$ cat src/hdl/ghcg_pkg.sv
// ghcg_pkg: widths, register codes, shared types and the division step for the
// grid hypercube corner generator. No dependencies.
`timescale 1ns / 1ps
`default_nettype none
package ghcg_pkg;

   localparam int IDX_W          = 30;
   localparam int PTS_W          = 11;
   localparam int DIMS_W         = 2;
   localparam int CORNER_W       = 3;
   localparam int NUM_AXES       = 3;
   localparam int CSR_IDX_W      = 2;
   localparam int BITS_PER_STAGE = 2;
   localparam int NUM_STAGES     = IDX_W / BITS_PER_STAGE;
   localparam int STRIDE0_W      = 2 * PTS_W;
   localparam int QUEUE_DEPTH    = 4;
   localparam int QPTR_W         = $clog2(QUEUE_DEPTH);
   localparam int QCNT_W         = $clog2(QUEUE_DEPTH + 1);

   localparam logic [DIMS_W-1:0] DIMS_RESET = 2'd2;
   localparam logic [PTS_W-1:0]  PTS_RESET  = 11'd2;

   typedef enum logic [CSR_IDX_W-1:0] {
      CSR_NUM_DIMS    = 2'd0,
      CSR_POINTS_DIM0 = 2'd1,
      CSR_POINTS_DIM1 = 2'd2,
      CSR_POINTS_DIM2 = 2'd3
   } csr_addr_type;

   typedef logic [PTS_W-1:0] pts_type;
   typedef pts_type [NUM_AXES-1:0] axis_vec_type;

   // dims is the clamped count; divisor is the point count of a used axis, else one
   typedef struct packed {
      logic [DIMS_W-1:0]    dims;
      axis_vec_type         points;
      axis_vec_type         divisor;
      logic [STRIDE0_W-1:0] stride0;
   } cfg_type;

   typedef struct packed {
      logic [IDX_W-1:0]  node;
      logic [DIMS_W-1:0] dims;
   } item_type;

   // one dividend bit through the chained dividers, fastest axis first;
   // each quotient bit feeds the next slower divider
   function automatic axis_vec_type div_bit(axis_vec_type r, logic b, axis_vec_type d);
      axis_vec_type   n;
      logic           carry;
      logic [PTS_W:0] t;
      n     = r;
      carry = b;
      for (int k = NUM_AXES - 1; k >= 0; k--) begin
         t = {r[k], carry};
         if (t >= {1'b0, d[k]}) begin
            n[k]  = PTS_W'(t - {1'b0, d[k]});
            carry = 1'b1;
         end else begin
            n[k]  = t[PTS_W-1:0];
            carry = 1'b0;
         end
      end
      return n;
   endfunction

   // node starts an element only if every used coordinate is below its last point
   function automatic logic keep_node(axis_vec_type r, cfg_type c);
      logic ok;
      ok = 1'b1;
      for (int k = 0; k < NUM_AXES; k++) begin
         if (k < int'(c.dims)) begin
            if (c.points[k] < PTS_W'(2) || r[k] >= PTS_W'(c.points[k] - PTS_W'(1))) begin
               ok = 1'b0;
            end
         end
      end
      return ok;
   endfunction

   function automatic logic [CORNER_W-1:0] corner_max(logic [DIMS_W-1:0] dims);
      logic [CORNER_W-1:0] m;
      case (dims)
         2'd1: begin
            m = 3'd1;
         end
         2'd2: begin
            m = 3'd3;
         end
         default: begin
            m = 3'd7;
         end
      endcase
      return m;
   endfunction

endpackage
`default_nettype wire

$ cat src/hdl/grid_hypercube_corner_generator_unit.sv
// grid_hypercube_corner_generator_unit: top level with control registers,
// front divider pipeline, element queue and corner walker. Uses ghcg_pkg.
//
//  channel   ports                               handshake
//  ------    ---------------------------------   --------------------------
//  csr       csr_write_en csr_index csr_data      write on enable, no wait
//  req       req_node_index                      push & !full
//  rsp       rsp_corner_index/number/last_corner  pop & !empty
//
// a node passes through the divider pipeline (2 index bits per stage) and
// the queue before its first corner shows; one node enters per cycle while
// req_full is low. the corner walker gives one corner per cycle while
// rsp_pop is high; an element gives 2, 4 or 8 corners, a rejected node none.
// reset: synchronous, clears control state and loads register defaults.
// req_full rises only while the queue is full and an element waits to enter it.
`timescale 1ns / 1ps
`default_nettype none
module grid_hypercube_corner_generator_unit #(
   parameter int MAX_DIMS = 3
) (
   input  wire                            clock,
   input  wire                            reset,
   input  wire                            csr_write_en,
   input  wire [ghcg_pkg::CSR_IDX_W-1:0]  csr_index,
   input  wire [ghcg_pkg::PTS_W-1:0]      csr_data,
   input  wire                            req_push,
   output logic                           req_full,
   input  wire [ghcg_pkg::IDX_W-1:0]      req_node_index,
   output logic                           rsp_empty,
   input  wire                            rsp_pop,
   output logic [ghcg_pkg::IDX_W-1:0]     rsp_corner_index,
   output logic [ghcg_pkg::CORNER_W-1:0]  rsp_corner_number,
   output logic                           rsp_last_corner
);
   import ghcg_pkg::*;

   logic [DIMS_W-1:0]    num_dims_ff;
   logic [DIMS_W-1:0]    num_dims_in;
   axis_vec_type         points_ff;
   axis_vec_type         points_in;
   logic [STRIDE0_W-1:0] stride0_ff;
   logic [STRIDE0_W-1:0] stride0_in;
   logic [DIMS_W-1:0]    dims_eff;
   axis_vec_type         divisor;
   cfg_type              cfg;
   logic                 q_push;
   item_type             q_item;
   logic                 q_full;
   logic                 q_pop;
   item_type             q_head;
   logic                 q_empty;

   always_comb begin
      num_dims_in = num_dims_ff;
      points_in   = points_ff;
      if (csr_write_en) begin
         case (csr_addr_type'(csr_index))
            CSR_NUM_DIMS: begin
               num_dims_in = csr_data[DIMS_W-1:0];
            end
            CSR_POINTS_DIM0: begin
               points_in[0] = csr_data;
            end
            CSR_POINTS_DIM1: begin
               points_in[1] = csr_data;
            end
            CSR_POINTS_DIM2: begin
               points_in[2] = csr_data;
            end
            default: begin
               num_dims_in = num_dims_ff;
            end
         endcase
      end
   end

   always_ff @(posedge clock) begin
      if (reset) begin
         num_dims_ff <= DIMS_RESET;
         points_ff   <= {NUM_AXES{PTS_RESET}};
      end else begin
         num_dims_ff <= num_dims_in;
         points_ff   <= points_in;
      end
   end

   // zero dims act as one, more than the maximum act as the maximum
   always_comb begin
      dims_eff = num_dims_ff;
      if (num_dims_ff == '0) begin
         dims_eff = DIMS_W'(1);
      end else if (int'(num_dims_ff) > MAX_DIMS) begin
         dims_eff = DIMS_W'(MAX_DIMS);
      end
      for (int k = 0; k < NUM_AXES; k++) begin
         divisor[k] = (k < int'(dims_eff)) ? points_ff[k] : PTS_W'(1);
      end
   end

   assign stride0_in = STRIDE0_W'(divisor[2] * divisor[1]);

   always_ff @(posedge clock) begin
      stride0_ff <= stride0_in;
   end

   assign cfg.dims    = dims_eff;
   assign cfg.points  = points_ff;
   assign cfg.divisor = divisor;
   assign cfg.stride0 = stride0_ff;

   ghcg_front u_front (
      .clock          (clock),
      .reset          (reset),
      .cfg            (cfg),
      .req_push       (req_push),
      .req_full       (req_full),
      .req_node_index (req_node_index),
      .queue_full     (q_full),
      .queue_push     (q_push),
      .queue_item     (q_item)
   );

   ghcg_queue u_queue (
      .clock     (clock),
      .reset     (reset),
      .push      (q_push),
      .push_item (q_item),
      .full      (q_full),
      .pop       (q_pop),
      .head      (q_head),
      .empty     (q_empty)
   );

   ghcg_back u_back (
      .clock             (clock),
      .reset             (reset),
      .cfg               (cfg),
      .queue_empty       (q_empty),
      .queue_head        (q_head),
      .queue_pop         (q_pop),
      .rsp_empty         (rsp_empty),
      .rsp_pop           (rsp_pop),
      .rsp_corner_index  (rsp_corner_index),
      .rsp_corner_number (rsp_corner_number),
      .rsp_last_corner   (rsp_last_corner)
   );

   a_full_only_on_queue: assert property (@(posedge clock) disable iff (reset)
      req_full |-> q_full)
      else $error("req_full without a full queue");

   a_last_is_max: assert property (@(posedge clock) disable iff (reset)
      (!rsp_empty && rsp_last_corner) |->
      (rsp_corner_number == 3'd1 || rsp_corner_number == 3'd3 || rsp_corner_number == 3'd7))
      else $error("last corner flagged on a corner that is not final");

   a_corner_steps: assert property (@(posedge clock) disable iff (reset)
      (!rsp_empty && rsp_pop && !rsp_last_corner) |=>
      (!rsp_empty && rsp_corner_number == CORNER_W'($past(rsp_corner_number) + 1'b1)))
      else $error("corner sequence broken inside an element");

   a_element_restarts: assert property (@(posedge clock) disable iff (reset)
      (!rsp_empty && rsp_pop && rsp_last_corner) |=>
      (rsp_empty || rsp_corner_number == '0))
      else $error("new element does not start at corner zero");

endmodule
`default_nettype wire

$ cat src/hdl/ghcg_front.sv
// ghcg_front: pipelined digit divider that splits the node index into
// coordinates and drops nodes that start no element. Uses ghcg_pkg.
`timescale 1ns / 1ps
`default_nettype none
module ghcg_front (
   input  wire                           clock,
   input  wire                           reset,
   input  ghcg_pkg::cfg_type             cfg,
   input  wire                           req_push,
   output logic                          req_full,
   input  wire [ghcg_pkg::IDX_W-1:0]     req_node_index,
   input  wire                           queue_full,
   output logic                          queue_push,
   output ghcg_pkg::item_type            queue_item
);
   import ghcg_pkg::*;

   localparam int LAST = NUM_STAGES - 1;

   logic [NUM_STAGES-1:0] valid_ff;
   logic [NUM_STAGES-1:0] valid_in;
   logic [IDX_W-1:0]      node_ff [NUM_STAGES];
   logic [IDX_W-1:0]      node_in [NUM_STAGES];
   axis_vec_type          rem_ff  [NUM_STAGES];
   axis_vec_type          rem_in  [NUM_STAGES];
   logic                  keep_last;
   logic                  advance;

   assign keep_last = keep_node(rem_ff[LAST], cfg);
   assign advance   = !(valid_ff[LAST] && keep_last && queue_full);
   assign req_full  = !advance;

   genvar s;
   generate
      for (s = 0; s < NUM_STAGES; s++) begin : g_stage
         logic [IDX_W-1:0] src_node;
         axis_vec_type     src_rem;
         logic             src_valid;

         if (s == 0) begin : g_first
            assign src_node  = req_node_index;
            assign src_rem   = '0;
            assign src_valid = req_push;
         end else begin : g_next
            assign src_node  = node_ff[s-1];
            assign src_rem   = rem_ff[s-1];
            assign src_valid = valid_ff[s-1];
         end

         always_comb begin : c_digit
            axis_vec_type r;
            r = src_rem;
            for (int j = 0; j < BITS_PER_STAGE; j++) begin
               r = div_bit(r, src_node[IDX_W - 1 - s * BITS_PER_STAGE - j], cfg.divisor);
            end
            rem_in[s]   = r;
            node_in[s]  = src_node;
            valid_in[s] = src_valid;
         end

         always_ff @(posedge clock) begin
            if (advance) begin
               node_ff[s] <= node_in[s];
               rem_ff[s]  <= rem_in[s];
            end
         end
      end
   endgenerate

   always_ff @(posedge clock) begin
      if (reset) begin
         valid_ff <= '0;
      end else if (advance) begin
         valid_ff <= valid_in;
      end
   end

   assign queue_push      = valid_ff[LAST] && keep_last && !queue_full;
   assign queue_item.node = node_ff[LAST];
   assign queue_item.dims = cfg.dims;

endmodule
`default_nettype wire

$ cat src/hdl/ghcg_queue.sv
// ghcg_queue: short flop queue of accepted elements between front and back.
// Uses ghcg_pkg.
`timescale 1ns / 1ps
`default_nettype none
module ghcg_queue (
   input  wire                  clock,
   input  wire                  reset,
   input  wire                  push,
   input  ghcg_pkg::item_type   push_item,
   output logic                 full,
   input  wire                  pop,
   output ghcg_pkg::item_type   head,
   output logic                 empty
);
   import ghcg_pkg::*;

   item_type          mem_ff [QUEUE_DEPTH];
   logic [QPTR_W-1:0] wr_ptr_ff;
   logic [QPTR_W-1:0] wr_ptr_in;
   logic [QPTR_W-1:0] rd_ptr_ff;
   logic [QPTR_W-1:0] rd_ptr_in;
   logic [QCNT_W-1:0] count_ff;
   logic [QCNT_W-1:0] count_in;
   logic              do_push;
   logic              do_pop;

   assign full    = (count_ff == QCNT_W'(QUEUE_DEPTH));
   assign empty   = (count_ff == '0);
   assign do_push = push && !full;
   assign do_pop  = pop && !empty;
   assign head    = mem_ff[rd_ptr_ff];

   always_comb begin
      wr_ptr_in = do_push ? QPTR_W'(wr_ptr_ff + 1'b1) : wr_ptr_ff;
      rd_ptr_in = do_pop ? QPTR_W'(rd_ptr_ff + 1'b1) : rd_ptr_ff;
      count_in  = QCNT_W'(count_ff + QCNT_W'(do_push) - QCNT_W'(do_pop));
   end

   always_ff @(posedge clock) begin
      if (reset) begin
         wr_ptr_ff <= '0;
         rd_ptr_ff <= '0;
         count_ff  <= '0;
      end else begin
         wr_ptr_ff <= wr_ptr_in;
         rd_ptr_ff <= rd_ptr_in;
         count_ff  <= count_in;
      end
   end

   always_ff @(posedge clock) begin
      if (do_push) begin
         mem_ff[wr_ptr_ff] <= push_item;
      end
   end

endmodule
`default_nettype wire

$ cat src/hdl/ghcg_back.sv
// ghcg_back: walks the corners of one element per queue entry, one corner per
// transfer. Uses ghcg_pkg.
`timescale 1ns / 1ps
`default_nettype none
module ghcg_back (
   input  wire                            clock,
   input  wire                            reset,
   input  ghcg_pkg::cfg_type              cfg,
   input  wire                            queue_empty,
   input  ghcg_pkg::item_type             queue_head,
   output logic                           queue_pop,
   output logic                           rsp_empty,
   input  wire                            rsp_pop,
   output logic [ghcg_pkg::IDX_W-1:0]     rsp_corner_index,
   output logic [ghcg_pkg::CORNER_W-1:0]  rsp_corner_number,
   output logic                           rsp_last_corner
);
   import ghcg_pkg::*;

   logic                cur_valid_ff;
   logic                cur_valid_in;
   item_type            cur_item_ff;
   item_type            cur_item_in;
   logic [CORNER_W-1:0] corner_ff;
   logic [CORNER_W-1:0] corner_in;
   logic                fire;
   logic                last;
   logic [IDX_W-1:0]    off0;
   logic [IDX_W-1:0]    off1;

   assign fire      = cur_valid_ff && rsp_pop;
   assign last      = (corner_ff == corner_max(cur_item_ff.dims));
   assign queue_pop = (!cur_valid_ff || (fire && last)) && !queue_empty;

   always_comb begin
      cur_valid_in = cur_valid_ff;
      cur_item_in  = cur_item_ff;
      corner_in    = corner_ff;
      if (queue_pop) begin
         cur_valid_in = 1'b1;
         cur_item_in  = queue_head;
         corner_in    = '0;
      end else if (fire && last) begin
         cur_valid_in = 1'b0;
      end else if (fire) begin
         corner_in = CORNER_W'(corner_ff + 1'b1);
      end
   end

   always_ff @(posedge clock) begin
      if (reset) begin
         cur_valid_ff <= 1'b0;
         corner_ff    <= '0;
      end else begin
         cur_valid_ff <= cur_valid_in;
         corner_ff    <= corner_in;
      end
   end

   always_ff @(posedge clock) begin
      cur_item_ff <= cur_item_in;
   end

   // strides: axis 0 is stride0, axis 1 is the axis-2 divisor, axis 2 is one
   assign off0 = corner_ff[0] ? IDX_W'(cfg.stride0) : '0;
   assign off1 = corner_ff[1] ? IDX_W'(cfg.divisor[2]) : '0;

   assign rsp_empty         = !cur_valid_ff;
   assign rsp_corner_number = corner_ff;
   assign rsp_last_corner   = last;
   assign rsp_corner_index  = IDX_W'(cur_item_ff.node + off0 + off1 + IDX_W'(corner_ff[2]));

endmodule
`default_nettype wire
$ cat config.mk
export PLATFORM = sky130hd
export DESIGN_NAME = grid_hypercube_corner_generator_unit
export DESIGN_NICKNAME = d
export VERILOG_FILES = /design/src/hdl/ghcg_pkg.sv /design/src/hdl/grid_hypercube_corner_generator_unit.sv /design/src/hdl/ghcg_front.sv /design/src/hdl/ghcg_queue.sv /design/src/hdl/ghcg_back.sv
export SDC_FILE = /design/constraint.sdc
export NUM_CORES = 2
export LEC_CHECK = 0
export ABC_AREA = 1
export BUFFER_PORTS_ARGS = -buffer_cell sky130_fd_sc_hd__clkbuf_2
export CORE_MARGIN = 5
export CORE_UTILIZATION = 60
export CTS_BUF_LIST = sky130_fd_sc_hd__clkbuf_8
export CTS_CLUSTER_DIAMETER = 40
export DETAILED_ROUTE_END_ITERATION = 6
export PLACE_DENSITY = 0.79
export REMOVE_ABC_BUFFERS = 1
export SYNTH_ARGS = -nofsm -noshare
export SYNTH_HDL_FRONTEND = slang
export SYNTH_SLANG_ARGS = --single-unit
$ cat constraint.sdc
create_clock -name clock -period 23.5 [get_ports clock]
set_clock_uncertainty 0.05 [all_clocks]
set_input_delay 4.7 -clock clock [delete_from_list [all_inputs] [get_ports clock]]
set_output_delay 4.7 -clock clock [all_outputs]
set_load 0.005 [all_outputs]
=== Word level (Yosys, flattened, before mapping) ===
Memory sizes are Yosys's and may differ from the RTL's. A register that Yosys moved wholly into a read port is not among the register bits.
Index checks and enable logic that the tools add are counted.

* $add $sub $neg: 101
* Multiply operators: 1
* Divide/modulo/power cells: 0
* Order comparisons: 99
* Eq/ne operators: 7
* Shift-type cells: 0
* Muxes and demuxes: 168
* Bitwise gates (word level): 1
* Reduce and logical (&&, ||, !) cells: 25

{| class="wikitable"
|+ Operators with widths
! operator !! count
|-
| >= comparator 12 x 11 -> 1 bit || 87
|-
| 2-to-1 mux 11 bit || 94
|-
| subtractor 11 bit || 87
|-
| 2-to-1 mux 1 bit || 71
|-
| adder 30 bit || 2
|-
| >= comparator 1 x 11 -> 1 bit || 3
|-
| >= comparator 11 bit || 3
|-
| less-than comparator 11 x 2 -> 1 bit (second input constant) || 3
|-
| subtractor 1 x 11 -> 11 bit || 3
|-
| subtractor 11 x 1 -> 11 bit (second input constant) || 3
|-
| adder 30 x 1 -> 30 bit || 1
|-
| multiplier 11 x 11 -> 22 bit || 1
|-
| 2-to-1 mux 22 bit || 1
|-
| AND reduction 2 bit || 5
|-
| logical AND 1 bit || 8
|-
| equality test 2 bit (second input constant) || 3
|-
| one-hot mux 3 bit (2 select lines) || 1
|-
| adder 2 x 1 -> 2 bit (second input constant) || 2
|-
| equality test 2 x 1 -> 1 bit (second input constant) || 2
|-
| logical NOT 2 bit || 2
|-
| logical OR 1 bit || 4
|-
| less-than comparator 1 x 2 -> 1 bit (first input constant) || 2
|-
| adder 3 x 1 -> 3 bit || 1
|-
| adder 3 x 1 -> 3 bit (second input constant) || 1
|-
| 10 further kinds || 12
|}

* Bits in registers: 83
* Bits in latches: 0
* Memory bits (writable): 1073
* ROM bits: 0
* Input bits: 48
* Word-level logic and storage cells: 416
* Memories: 3

{| class="wikitable"
|+ Memories
! memory !! depth !! width !! rd ports !! clocked after memory_dff !! wr ports !! line !! source
|-
| u_front.rem_ff || 15 || 33 || 15 || 0 || 15 || ghcg_front.sv:24 || <nowiki>axis_vec_type rem_ff [NUM_STAGES];</nowiki>
|-
| u_front.node_ff || 15 || 30 || 15 || 0 || 15 || ghcg_front.sv:22 || <nowiki>logic [IDX_W-1:0] node_ff [NUM_STAGES];</nowiki>
|-
| u_queue.mem_ff || 4 || 32 || 1 || 1 || 1 || ghcg_queue.sv:17 || <nowiki>item_type mem_ff [QUEUE_DEPTH];</nowiki>
|}

=== Depth between registers and ports, before layout ===
* Depth after elaboration: 14
* Depth in mapped cells: 57
* Mapped depth without buffers: 51

=== By module ===
A second synthesis with hierarchy kept.

* Cells, all modules: 12501
* Area total of the unflattened synthesis: 100948.1 µm²

{| class="wikitable"
|+ Modules (own cells, without submodules)
! module !! times used !! cells each !! area each (µm²)
|-
| ghcg_front || 1 || 10764 || 85712.2
|-
| grid_hypercube_corner_generator_unit || 1 || 783 || 6080.8
|-
| ghcg_queue || 1 || 378 || 5262.5
|-
| ghcg_back || 1 || 576 || 3892.5
|}

=== Worst setup path before layout ===
OpenSTA, ideal clock, no wires.

* Path kind: flip-flop to flip-flop
* From: register points_ff, in the netlist cfg[56]
* To: memory u_front.node_ff[0][0], enable pin
* Arrival time: 21.254 ns
* Data required time: 22.162 ns
* Setup slack: 0.907 ns
* Cell stages (with the launch flop): 16
* Buffers on the path: 0
* Cell sequence: dfxtp_1 inv_1 ha_1 nand3_1 nor4_1 nand3_1 xor2_1 ha_1 nand2_1 nor2_1 nor2_1 nand4_1 a21oi_1 nand3_1 nor2_4 inv_1

{| class="wikitable"
|+ RTL lines
! element !! line !! source
|-
| from (decl) || grid_hypercube_corner_generator_unit.sv:39 || <nowiki>axis_vec_type points_ff;</nowiki>
|-
| from (signal assigned) || grid_hypercube_corner_generator_unit.sv:80 || <nowiki>points_ff <= {NUM_AXES{PTS_RESET}};</nowiki>
|-
| from (signal assigned) || grid_hypercube_corner_generator_unit.sv:83 || <nowiki>points_ff <= points_in;</nowiki>
|-
| to (decl) || ghcg_front.sv:22 ||
|}

==> flow_metrics.env <==
export IMPL_die_area_sq_um=174000
export IMPL_initial_core_util_pct=60.3
export IMPL_fin_nets=13857
export IMPL_synth_ff_latch_count=1188
export IMPL_cp_slowest_stage_delay_ps=1020
export IMPL_root_buffer="clkbuf_8"
export IMPL_startpoint_type="flop"
export IMPL_finalSetupViolations=0
export IMPL_grt_overflow=0
export IMPL_cap_violations=0
export IMPL_slew_headroom_pct=22.1
export IMPL_layout_drive_gt1_share_pct=5.90
export IMPL_grt_pass1_vias=82971
export IMPL_die_w_um=417
export IMPL_crit_fanout=21
export IMPL_required_ps=24150
export IMPL_die_h_um=417
export IMPL_synth_edf_count=1105
export IMPL_grt_util_all_layers_pct=30.2
export IMPL_avgViaCountPerCell=5.78
export IMPL_vias=86230
export IMPL_stdcell_area_sq_um=107000
export IMPL_cts_buffer_depth=3
export IMPL_numPortBuffers=83
export IMPL_cts_hold_buf=0
export IMPL_io_pins=84
export IMPL_grt_max_degree=213
export IMPL_netlist_area_sq_um=99200
export IMPL_finalSetupTns_ps=0
export IMPL_finalCriticalPeriod_ps=11470
export IMPL_max_freq_mhz=87.2
export IMPL_cts_resized_gates=0
export IMPL_finalMaxSlewViolations=0
export IMPL_clkSinkCount=1188
export IMPL_crit_type="flop to flop"
export IMPL_ant_nets=0
export IMPL_hold_class="flop to flop"
export IMPL_dr_first_iter_drc_count=7258
export IMPL_fillCellCount=13741
export IMPL_syn_inst=12296
export IMPL_postCtsSetupBuffers=0
export IMPL_finalHoldViolations=0
export IMPL_avgSynthCellArea_sq_um=8.07
export IMPL_wl_per_cell_um=18.1
export IMPL_yosysWarnings=0
export IMPL_crit_path_end_kind="flop"
export IMPL_tightest_slew_ps=1160
export IMPL_synthArstFlopShare_pct=0
export IMPL_antenna_found_initial=6
export IMPL_drc=0
export IMPL_synth_ff_type="edfxtp_1"
export IMPL_clk_pin_slew_ps=60
export IMPL_rsz0062_at_grt="no"
export IMPL_firstDrtPassIters=7
export IMPL_synth_distinct_cells=63
export IMPL_worstSkewPairLatency_ps=1000
export IMPL_cts_tree="yes"
export IMPL_core_area_sq_um=165000
export IMPL_cp_slowest_cell="nor2_1"
export IMPL_hpwl_um=201000
export IMPL_arrival_ps=12130
export IMPL_rows=149
export IMPL_layout_commonest_cell="nand2_1"
export IMPL_status="complete, no violations"
export IMPL_mostFrequentLayoutCells="nand2_1 (3418), inv_1 (1352), edfxtp_1 (1105), ha_1 (1101), nor2_1 (808)"
export IMPL_area_growth_syn_to_layout_pct=7.85
export IMPL_gp_congestion=0.957
export IMPL_fin_crit_sh_pct=48.8
export IMPL_ys_seq_area_share_pct=35.1
export IMPL_wl_um=270000
export IMPL_place_area_sq_um=102000
export IMPL_cts_buffers=221
export IMPL_htreeDepth=4
export IMPL_grt_pass1_wl_um=426000
==> final cells by class <==
class	count	area [sq um]	area share, %
well taps	2189	2740	2.56
repair buffers	188	1230	1.15
clock buffers	224	3080	2.88
clock inverters	185	1770	1.65
flip-flops and latches	1188	34800	32.6
inverters	1366	5140	4.81
diodes	4	10.0	0.00936
multi-input cells	9563	58200	54.4
==> metal layers <==
layer	global-route usage (%)	part of all wire, %
met4	11.6	4.0
met1	39.8	43
met2	50.2	46
met3	4.76	7.5
met5	0	0.0048
==> state kept, by name (all words and copies together), names as in the netlist, 15 cells and up <==
name                flops
u_back.cur_item_ff     32
u_front.node_ff       450
stride0_ff             22
cfg                    33
u_queue.mem_ff        128
u_front.rem_ff        495
u_front.valid_ff       15
==> worst paths after layout <==
check | start | end | slack, ps | cells past startpoint
worst max-delay path | num_dims_ff[1]$_SDFFE_PP1P_ | u_front.rem_ff[0][232]$_DFFE_PN_ | 12030 | 39
worst min-delay path | u_front.node_ff[1][120]$_DFFE_PN_ | u_front.node_ff[1][150]$_DFFE_PN_ | 340 | 0
worst max register to register | num_dims_ff[1]$_SDFFE_PP1P_ | u_front.rem_ff[0][232]$_DFFE_PN_ | 12030 | 39
worst min register to register | u_front.node_ff[1][120]$_DFFE_PN_ | u_front.node_ff[1][150]$_DFFE_PN_ | 340 | 0
==> through the flow <==
| step | instances | worst slack, ps | hold slack (ps) | util, % |
|---|---|---|---|---|
| global route | 14906 | 11420 | 352 | 65.0 |
| finish | 14907 | 12030 | 340 | 65.0 |
| floorplan | 12117 | 883 | 350 | - |
| global placement | 14494 | 11160 | 350 | 62.0 |
| CTS | 14903 | 12260 | 348 | 65.0 |
| detailed placement | 14494 | 11280 | 355 | 62.0 |
==> logic make-up (layout without fill, tap and decap cells) <==
| kind of cell | count (synthesis) | count (layout) | share of synthesized area [%] |
|---|---|---|---|
| adders and majority gates | 1281 | 1281 | 17.5 |
| buffers and inverters | 1545 | 1963 | 6.29 |
| and+or+nand+nor | 5468 | 5468 | 23.1 |
| other | 0 | 4 | 0 |
| DFF | 1188 | 1188 | 35.1 |
| AOI/OAI and AO/OA | 2101 | 2101 | 11.7 |
| xor gates and xnor gates | 713 | 713 | 6.30 |
==> synthesized netlist by cell type (73+ instances only) <==
master / instances / area (sq um)
a21o_1: 73 / 548
a21oi_1: 737 / 3690
a31oi_1: 82 / 513
dfxtp_1: 83 / 1660
edfxtp_1: 1105 / 33200
fa_1: 180 / 3600
ha_1: 1101 / 13800
inv_1: 1309 / 4910
nand2_1: 3427 / 12900
nand3_1: 744 / 3720
nand4_1: 144 / 901
nor2_1: 813 / 3050
nor3_1: 128 / 641
o21ai_0: 804 / 4020
o21ai_1: 114 / 571
o21bai_1: 101 / 758
xnor2_1: 266 / 2330
xor2_1: 447 / 3920
==> critical path: cells and delay by family (launching register included) <==
| kind | cells | cell delay, ps |
|---|---|---|
| adders and majority gates | 7 | 2630 |
| AOI/OAI and AO/OA | 7 | 1360 |
| buffers and inverters | 8 | 1410 |
| and+or+nand+nor | 17 | 4660 |
| DFF | 1 | 1010 |
Power is not shown: default switching activity piles up to over one toggle a cycle in this logic, so the estimate is an artifact.
